File: config.mk
export PLATFORM = sky130hd
export DESIGN_NAME = wfwh_ctrl
export DESIGN_NICKNAME = d
export VERILOG_FILES = /design/src/rtl/core/wfwh_pkg.sv /design/src/rtl/core/wfwh_ctrl.sv
export SDC_FILE = /design/constraint.sdc
export NUM_CORES = 1
export LEC_CHECK = 0
export ABC_AREA = 1
export BUFFER_PORTS_ARGS = -buffer_cell sky130_fd_sc_hd__buf_2
export CORE_AREA = 3 3 40 42
export DETAILED_ROUTE_END_ITERATION = 8
export DIE_AREA = 0 0 43 45
export GPL_TIMING_DRIVEN = 0
export SYNTH_ARGS = -nofsm -noshare
export SYNTH_HDL_FRONTEND = slang
export SYNTH_SLANG_ARGS = --single-unit
File: constraint.sdc
create_clock -name clk -period 2.75 [get_ports clk]
set_input_delay 0 -clock clk [delete_from_list [all_inputs] [get_ports clk]]
set_output_delay 0 -clock clk [all_outputs]
set_load 0.01 [all_outputs]
File: src/rtl/core/wfwh_pkg.sv
// Shared types and constants for the weighted fixed-width histogram core.
package wfwh_pkg;

    // Configuration register indexes
    localparam logic [2:0] REG_LOW_EDGE      = 3'd0;
    localparam logic [2:0] REG_HIGH_EDGE     = 3'd1;
    localparam logic [2:0] REG_BIN_COUNT     = 3'd2;
    localparam logic [2:0] REG_SCALE         = 3'd3;
    localparam logic [2:0] REG_KEEP_OVERFLOW = 3'd4;
    localparam logic [2:0] REG_USE_WEIGHTS   = 3'd5;

    // Request types
    localparam logic REQ_ACCUM = 1'b0;
    localparam logic REQ_READ  = 1'b1;

    // Field widths
    localparam int SAMPLE_W = 32;
    localparam int WEIGHT_W = 16;
    localparam int RIDX_W   = 10;
    localparam int COUNT_W  = 11;
    localparam int SUM_W    = 48;
    localparam int SQW_W    = 2 * WEIGHT_W;

    // Unit weight in Q8.8
    localparam logic signed [WEIGHT_W-1:0] WEIGHT_ONE = 16'sd256;

    // Reset values of the configuration registers
    localparam logic signed [SAMPLE_W-1:0] LOW_EDGE_RST  = 32'sd0;
    localparam logic signed [SAMPLE_W-1:0] HIGH_EDGE_RST = 32'sd1024;
    localparam logic [COUNT_W-1:0]         BIN_COUNT_RST = 11'd1024;
    localparam logic [31:0]                SCALE_RST     = 32'd65536;

    // Saturation limits
    localparam logic [SUM_W-1:0] WSUM_MAX = {1'b0, {(SUM_W-1){1'b1}}};
    localparam logic [SUM_W-1:0] WSUM_MIN = {1'b1, {(SUM_W-1){1'b0}}};
    localparam logic [SUM_W-1:0] SQSUM_MAX = {SUM_W{1'b1}};

    // Controller to datapath commands
    typedef struct packed {
        logic capture;   // latch an accepted request
        logic mul;       // register bin product and squared weight
        logic bin;       // register the chosen bin
        logic fetch;     // read the bin store
        logic update;    // write back the accumulated sums
        logic result;    // load the output register, clear on read
        logic clr_step;  // zero one entry of the store after reset
    } wfwh_cmd_t;

    // Datapath to controller status
    typedef struct packed {
        logic drop;      // sample falls outside the range and is dropped
        logic out_free;  // output register can take a result this cycle
        logic clr_last;  // clearing pass is at its last entry
    } wfwh_status_t;

endpackage

File: src/rtl/core/wfwh_ctrl.sv
// Controller state machine of the weighted fixed-width histogram core.
module wfwh_ctrl (
    input  logic                  clk,
    input  logic                  rst_n,
    input  logic                  in_valid,
    input  logic                  in_req_type,
    output logic                  in_stall,
    input  wfwh_pkg::wfwh_status_t status,
    output wfwh_pkg::wfwh_cmd_t    cmd
);

    typedef enum logic [2:0] {
        S_CLEAR,
        S_IDLE,
        S_MUL,
        S_BIN,
        S_AFETCH,
        S_UPDATE,
        S_RFETCH,
        S_RESULT
    } state_t;

    state_t state_reg;
    state_t state_next;

    // Requests are taken only while idle
    assign in_stall = (state_reg != S_IDLE);

    // Next state and commands
    always_comb
    begin
        state_next = state_reg;
        cmd        = '0;
        unique case (state_reg)
            S_CLEAR:
            begin
                cmd.clr_step = 1'b1;
                if (status.clr_last)
                begin
                    state_next = S_IDLE;
                end
            end
            S_IDLE:
            begin
                if (in_valid)
                begin
                    cmd.capture = 1'b1;
                    state_next  = (in_req_type == wfwh_pkg::REQ_READ) ? S_RFETCH : S_MUL;
                end
            end
            S_MUL:
            begin
                cmd.mul    = 1'b1;
                state_next = S_BIN;
            end
            S_BIN:
            begin
                cmd.bin    = 1'b1;
                state_next = status.drop ? S_IDLE : S_AFETCH;
            end
            S_AFETCH:
            begin
                cmd.fetch  = 1'b1;
                state_next = S_UPDATE;
            end
            S_UPDATE:
            begin
                cmd.update = 1'b1;
                state_next = S_IDLE;
            end
            S_RFETCH:
            begin
                cmd.fetch  = 1'b1;
                state_next = S_RESULT;
            end
            S_RESULT:
            begin
                if (status.out_free)
                begin
                    cmd.result = 1'b1;
                    state_next = S_IDLE;
                end
            end
            default:
            begin
                state_next = S_IDLE;
            end
        endcase
    end

    // State register
    always_ff @(posedge clk or negedge rst_n)
    begin
        if (!rst_n)
        begin
            state_reg <= S_CLEAR;
        end
        else
        begin
            state_reg <= state_next;
        end
    end

endmodule

==> results of run 1 <==
[critical path, stage by stage, from the launching register on]
cell,delay [ps]
dfrtp_1,350
buf_4,160
nand4_1,160
nand2_1,100
nor3_1,120
buf_2,150
[power by group]
part           leakage, nW  total [mW]  switching [mW]  internal (mW)
Clock               0.0150      0.0746          0.0204         0.0542
Sequential          0.0365      0.0788          0.0138         0.0649
Combinational        0.214       0.275           0.164          0.111
[routing by layer]
metal / vias up / GRT usage, % / share of wire (%)
li1: 173 / - / -
met1: 129 / 7.005 / 47
met2: 9 / 10.78 / 45
met3: 0 / 3.586 / 7.5
met4: 0 / 3.614 / 0
met5: - / 0 / 0
[area by class of cell]
class | instances | area, sq um | area share, %
tap | 15 | 18.77 | 4.777
clock buffer | 4 | 26.28 | 6.688
inverter | 10 | 37.54 | 9.554
buffer | 2 | 18.77 | 4.777
sequential | 3 | 75.07 | 19.11
multi-input combinational | 29 | 136.4 | 34.71
timing repair buffer | 15 | 80.08 | 20.38
[logic make-up after synthesis]
| group | synth area share [%] |
|---|---|
| AND/OR/NAND/NOR | 47.19 |
| buffers and inverters | 21.03 |
| flip-flops | 28.04 |
| AO/OA/AOI/OAI | 3.735 |
[metrics by stage]
stage,hold slack [ps],area [sq um]
6_report,79.87,392.9
3_3_place_gp,-203.9,356.6
4_1_cts,77.35,392.9
5_1_grt,113.1,392.9
3_5_place_dp,-201.5,356.6
2_1_floorplan,-295.6,267.8
[worst max-delay path by stage]
| stage | slack [ps] | cells past startpoint | end |
|---|---|---|---|
| after floorplan | 1680 | 7 | state_reg[2] |
| after global placement | 1640 | 6 | state_reg[1] |
| after detailed placement | 1620 | 6 | state_reg[2] |
| after CTS | 1450 | 5 | cmd[6] |
| after global routing | 1370 | 5 | cmd[6] |
| final | 1480 | 5 | cmd[6] |
[cells in the final DEF (no fill, tap or decap)]
cell and count:
o21ai_1 1, dlygate4sd3_1 1, buf_2 14, nor2_2 3, dfrtp_1 3, inv_2 2
buf_6 1, a21oi_1 1, nor2_1 4, nand3_2 1, nand4_1 2, clkbuf_4 3
nor3_1 2, nand3_1 3, buf_4 1, inv_1 8, nand2_1 12, clkbuf_1 1
[synth_stat cells]
library cell	instances	area, sq um
nand3_1	3	15.01
o21ai_1	1	5.000
nand2_1	12	45.04
buf_4	1	7.510
buf_6	1	11.26
a21oi_1	1	5.000
inv_2	2	7.510
nor3_1	2	10.01
inv_1	8	30.03
nor2_2	3	18.77
nand4_1	2	12.51
nand3_2	1	10.01
dfrtp_1	3	75.07
nor2_1	4	15.01
==> results.sh, run 1 <==
export IMPL_finalCriticalPeriod_ps=1273
export IMPL_tns_ps=0
export IMPL_insertion_delay_ps=230
export IMPL_worst_path_max_fanout=8
export IMPL_core_area_sq_mm=0.001285
export IMPL_grt_pass1_wl_microns=924
export IMPL_rsz0062_at_grt="false"
export IMPL_cp_startpoint="state_reg[0]"
export IMPL_required_ps=2750
export IMPL_hold_start="status[2]"
export IMPL_place_ws_ps=1622
export IMPL_antenna_cells=0
export IMPL_cts_buffer_depth=2
export IMPL_cp_arrival_ps=1270
export IMPL_synth_cell_types=14
export IMPL_antenna_found_initial=0
export IMPL_drt_iter0_markers=1
export IMPL_cts_root_buffer="clkbuf_4"
export IMPL_vias=311
export IMPL_finalNetCount=71
export IMPL_fp_dieH_microns=45
export IMPL_htree_levels=1
export IMPL_start_util_pct=20.84
export IMPL_seq_area_frac_synth_pct=28.04
export IMPL_setup_viol=0
export IMPL_powerDensity_mw_per_mm2=1090
export IMPL_p_total_uw=428.2
export IMPL_place_port_buffers=14
export IMPL_hold_viol=0
export IMPL_area_growth_pct=46.73
export IMPL_dieArea_sq_mm=0.001935
export IMPL_synth_seq_cells=3
export IMPL_numCtsBuffers=3
export IMPL_ff2ff_setup_slack_ps=1630
export IMPL_rows=13
export IMPL_synthCells=44
export IMPL_max_freq_mhz=785.2
export IMPL_place_gp_congestion=0.7154
export IMPL_dp_hpwl_microns=513.7
export IMPL_pin_count=15
export IMPL_cts_tree="built"
export IMPL_syn_cell_area_sq_um=267.8
export IMPL_firstDrtPassIters=3
export IMPL_cts_repair_resized=0
export IMPL_irDropWorstVdd_uv=247.9
export IMPL_yosysWarnings=0
export IMPL_worstMarginPinSlew_ps=206.6
export IMPL_die_x_microns=43
export IMPL_grt_start_max_net_pins=9
export IMPL_place_inst=73
export IMPL_worstSetupStartpointType="register"
export IMPL_drt_wl_total_microns=611
export IMPL_maxCapViolCount=0
export IMPL_worst_slack_ps=1477
export IMPL_syn_nets=51
export IMPL_gr_usage_all_layers_pct=6.667
export IMPL_rr_endpoint="state_reg[1]"
export IMPL_status="complete, no violations"
export IMPL_finalMaxSlewViolations=0
export IMPL_ant_nets=0
export IMPL_min_path_cells=3
export IMPL_drcViolationCount=0
export IMPL_skew_ps=0.06620
export IMPL_cts_setup_buffers=0
export IMPL_reg2reg_depth=6
export IMPL_min_period_over_period_pct=46.31
export IMPL_syn_avg_cell_area_sq_um=6.085
export IMPL_gr_total_overflow=0
export IMPL_hold_path_end="state_reg[0]"
export IMPL_path_class="register to output pin"
export IMPL_wl_per_cell_microns=7.833
export IMPL_hold_class="primary input to register"
export IMPL_grt_pass1_vias=256
export IMPL_fin_util_pct=30.57
export IMPL_r2r_start="state_reg[2]"
export IMPL_fill_cells=157
export IMPL_p_leak_nw=0.2658
export IMPL_fin_cells=78
export IMPL_largest_reg_flops=3
export IMPL_worst_setup_hold_path_clk_slew_ps=30
export IMPL_vias_per_cell=3.987
export IMPL_drive_above_1_share_pct=39.68
export IMPL_relSlewSlack_pct=86.23
export IMPL_hold_buffers=1
export IMPL_cp_end_kind="output pin"
export IMPL_clock_sinks=3
Note: power is estimated with default switching activity, not from simulation.
==> run 2: changes to the inputs <==
Clock period 2.75 ns to 1.3 ns, I/O delays scaled along.
==> run 2 against run 1 <==
  * Worst setup slack got worse by 1400 ps
  * Sequential power increased by 110%
  * Cell count increased by 1.3%
  * Sequential share of layout area decreased by 0.90 points
  * Die area unchanged
  * Worst hold slack about the same
  * Count of clock-buffer cells in the layout unchanged
  * Critical path type unchanged
  * Largest power group unchanged
==> results.sh, run 2 (synthesis results as in run 1) <==
export IMPL_numCtsBuffers=3
export IMPL_worstSetupStartpointType="register"
export IMPL_max_freq_mhz=806.8
export IMPL_hold_ws_ps=79.44
export IMPL_hold_class="primary input to register"
export IMPL_maxCapViolCount=0
export IMPL_finalMaxSlewViolations=0
export IMPL_ant_nets=0
export IMPL_cts_buffer_depth=2
export IMPL_cts_root_buffer="clkbuf_4"
export IMPL_path_class="register to output pin"
export IMPL_drcViolationCount=0
export IMPL_ff2ff_setup_slack_ps=200
export IMPL_skew_ps=0.7978
export IMPL_fin_cells=79
export IMPL_vias_per_cell=4.000
export IMPL_post_dp_cell_area_sq_um=356.6
export IMPL_vias=316
export IMPL_required_ps=1300
export IMPL_rows=13
export IMPL_gr_total_overflow=0
export IMPL_worstMarginPinSlew_ps=167.3
export IMPL_place_port_buffers=14
export IMPL_place_gp_congestion=0.7154
export IMPL_grt_pass1_wl_microns=924
export IMPL_fin_area_sq_um=419.2
export IMPL_pin_count=15
export IMPL_drt_wl_total_microns=651
export IMPL_dp_hpwl_microns=513.7
export IMPL_area_growth_pct=56.54
export IMPL_worst_setup_hold_path_clk_slew_ps=30
export IMPL_min_period_over_period_pct=95.34
export IMPL_place_ws_ps=171.5
export IMPL_grt_start_max_net_pins=9
export IMPL_relSlewSlack_pct=88.81
export IMPL_worst_path_max_fanout=8
export IMPL_worst_slack_ps=60.56
export IMPL_hold_viol=0
export IMPL_seqCellArea_sq_um=76.32
export IMPL_dieArea_sq_mm=0.001935
export IMPL_status="complete, no violations"
export IMPL_mostFrequentLayoutCell="buf_2"
export IMPL_cp_end_kind="output pin"
export IMPL_finalNetCount=72
export IMPL_setup_viol=0
export IMPL_core_area_sq_mm=0.001285
export IMPL_die_x_microns=43
export IMPL_clock_sinks=3
export IMPL_fp_dieH_microns=45
export IMPL_firstDrtPassIters=3
export IMPL_finalCriticalPeriod_ps=1239
export IMPL_gr_usage_all_layers_pct=6.667
export IMPL_antenna_cells=0
export IMPL_multi_input_area_sq_um=153.9
export IMPL_powerDensity_mw_per_mm2=2308
export IMPL_place_inst=73
export IMPL_drive_above_1_share_pct=43.75
export IMPL_cp_arrival_ps=1240
export IMPL_largest_reg_flops=3
export IMPL_htree_levels=1
export IMPL_cts_tree="built"
export IMPL_p_leak_nw=0.2707
export IMPL_fill_cells=153
export IMPL_layout_common_cells="buf_2, nand2_1, inv_1"
export IMPL_insertion_delay_ps=230
export IMPL_start_util_pct=20.84
export IMPL_wl_per_cell_microns=8.241
export IMPL_grt_pass1_vias=258
export IMPL_drt_iter0_markers=3
export IMPL_antenna_found_initial=0
export IMPL_irDropWorstVdd_uv=534.2
[run 2: cell count changes in the layout (fill, tap and decap cells not counted), sizes merged]
cell,change
buf,+1
[run 2: area by class of cell]
| cell class | instances | share of cell area, % |
|---|---|---|
| clock buffers | 4 | 6.269 |
| flip-flops and latches | 3 | 18.21 |
| inverters | 10 | 8.955 |
| repair buffers | 16 | 20.90 |
| plain buffers | 2 | 4.478 |
| multi-input cells | 29 | 36.72 |
| well taps | 15 | 4.478 |
[run 2: metal layers]
metal	wire length [microns]	vias up	GRT usage, %
li1	-	176	-
met1	302	133	7.005
met2	307	7	10.78
met3	40	0	3.586
met4	0	0	3.614
met5	0	-	0
[run 2: worst paths after layout]
| check | from | end | cells after the start |
|---|---|---|---|
| setup / recovery | state_reg[0] | cmd[6] | 6 |
| hold / removal | status[2] | state_reg[0] | 3 |
| setup reg to reg | state_reg[0] | state_reg[2] | 7 |
| hold reg to reg | state_reg[1] | state_reg[0] | 3 |
| max in group asynchronous | rst_n | state_reg[2] | 2 |
| min in group asynchronous | rst_n | state_reg[0] | 2 |
[run 2: stage by stage]
stage                     power (mW)  setup TNS (ps)  utilization (%)
after floorplan               0.5894               0                -
after global placement        0.7511               0            27.75
after detailed placement      0.7530               0            27.75
after CTS                     0.9266               0            30.57
after global routing           1.067          -7.102            32.62
final                         0.9672               0            32.62
[run 2: worst max-delay path, cell delays in order (launching register included)]
cell,delay (ps)
dfrtp_1,350
buf_4,160
nor2_2,120
nand3_1,90
nand2_1,120
nor3_2,40
buf_2,130
[run 2: what timing repair did]
item,CTS,global route
endpoints found under the hold margin,3,0
resized for setup,0,4
hold buffers,1,0
setup buffers,0,1
endpoints found under the setup margin,1,1
pin swaps,1,0
[run 2: report_power, final]
part | internal (mW) | switching (mW)
clock network | 0.115 | 0.0429
registers | 0.140 | 0.0293
logic | 0.260 | 0.381
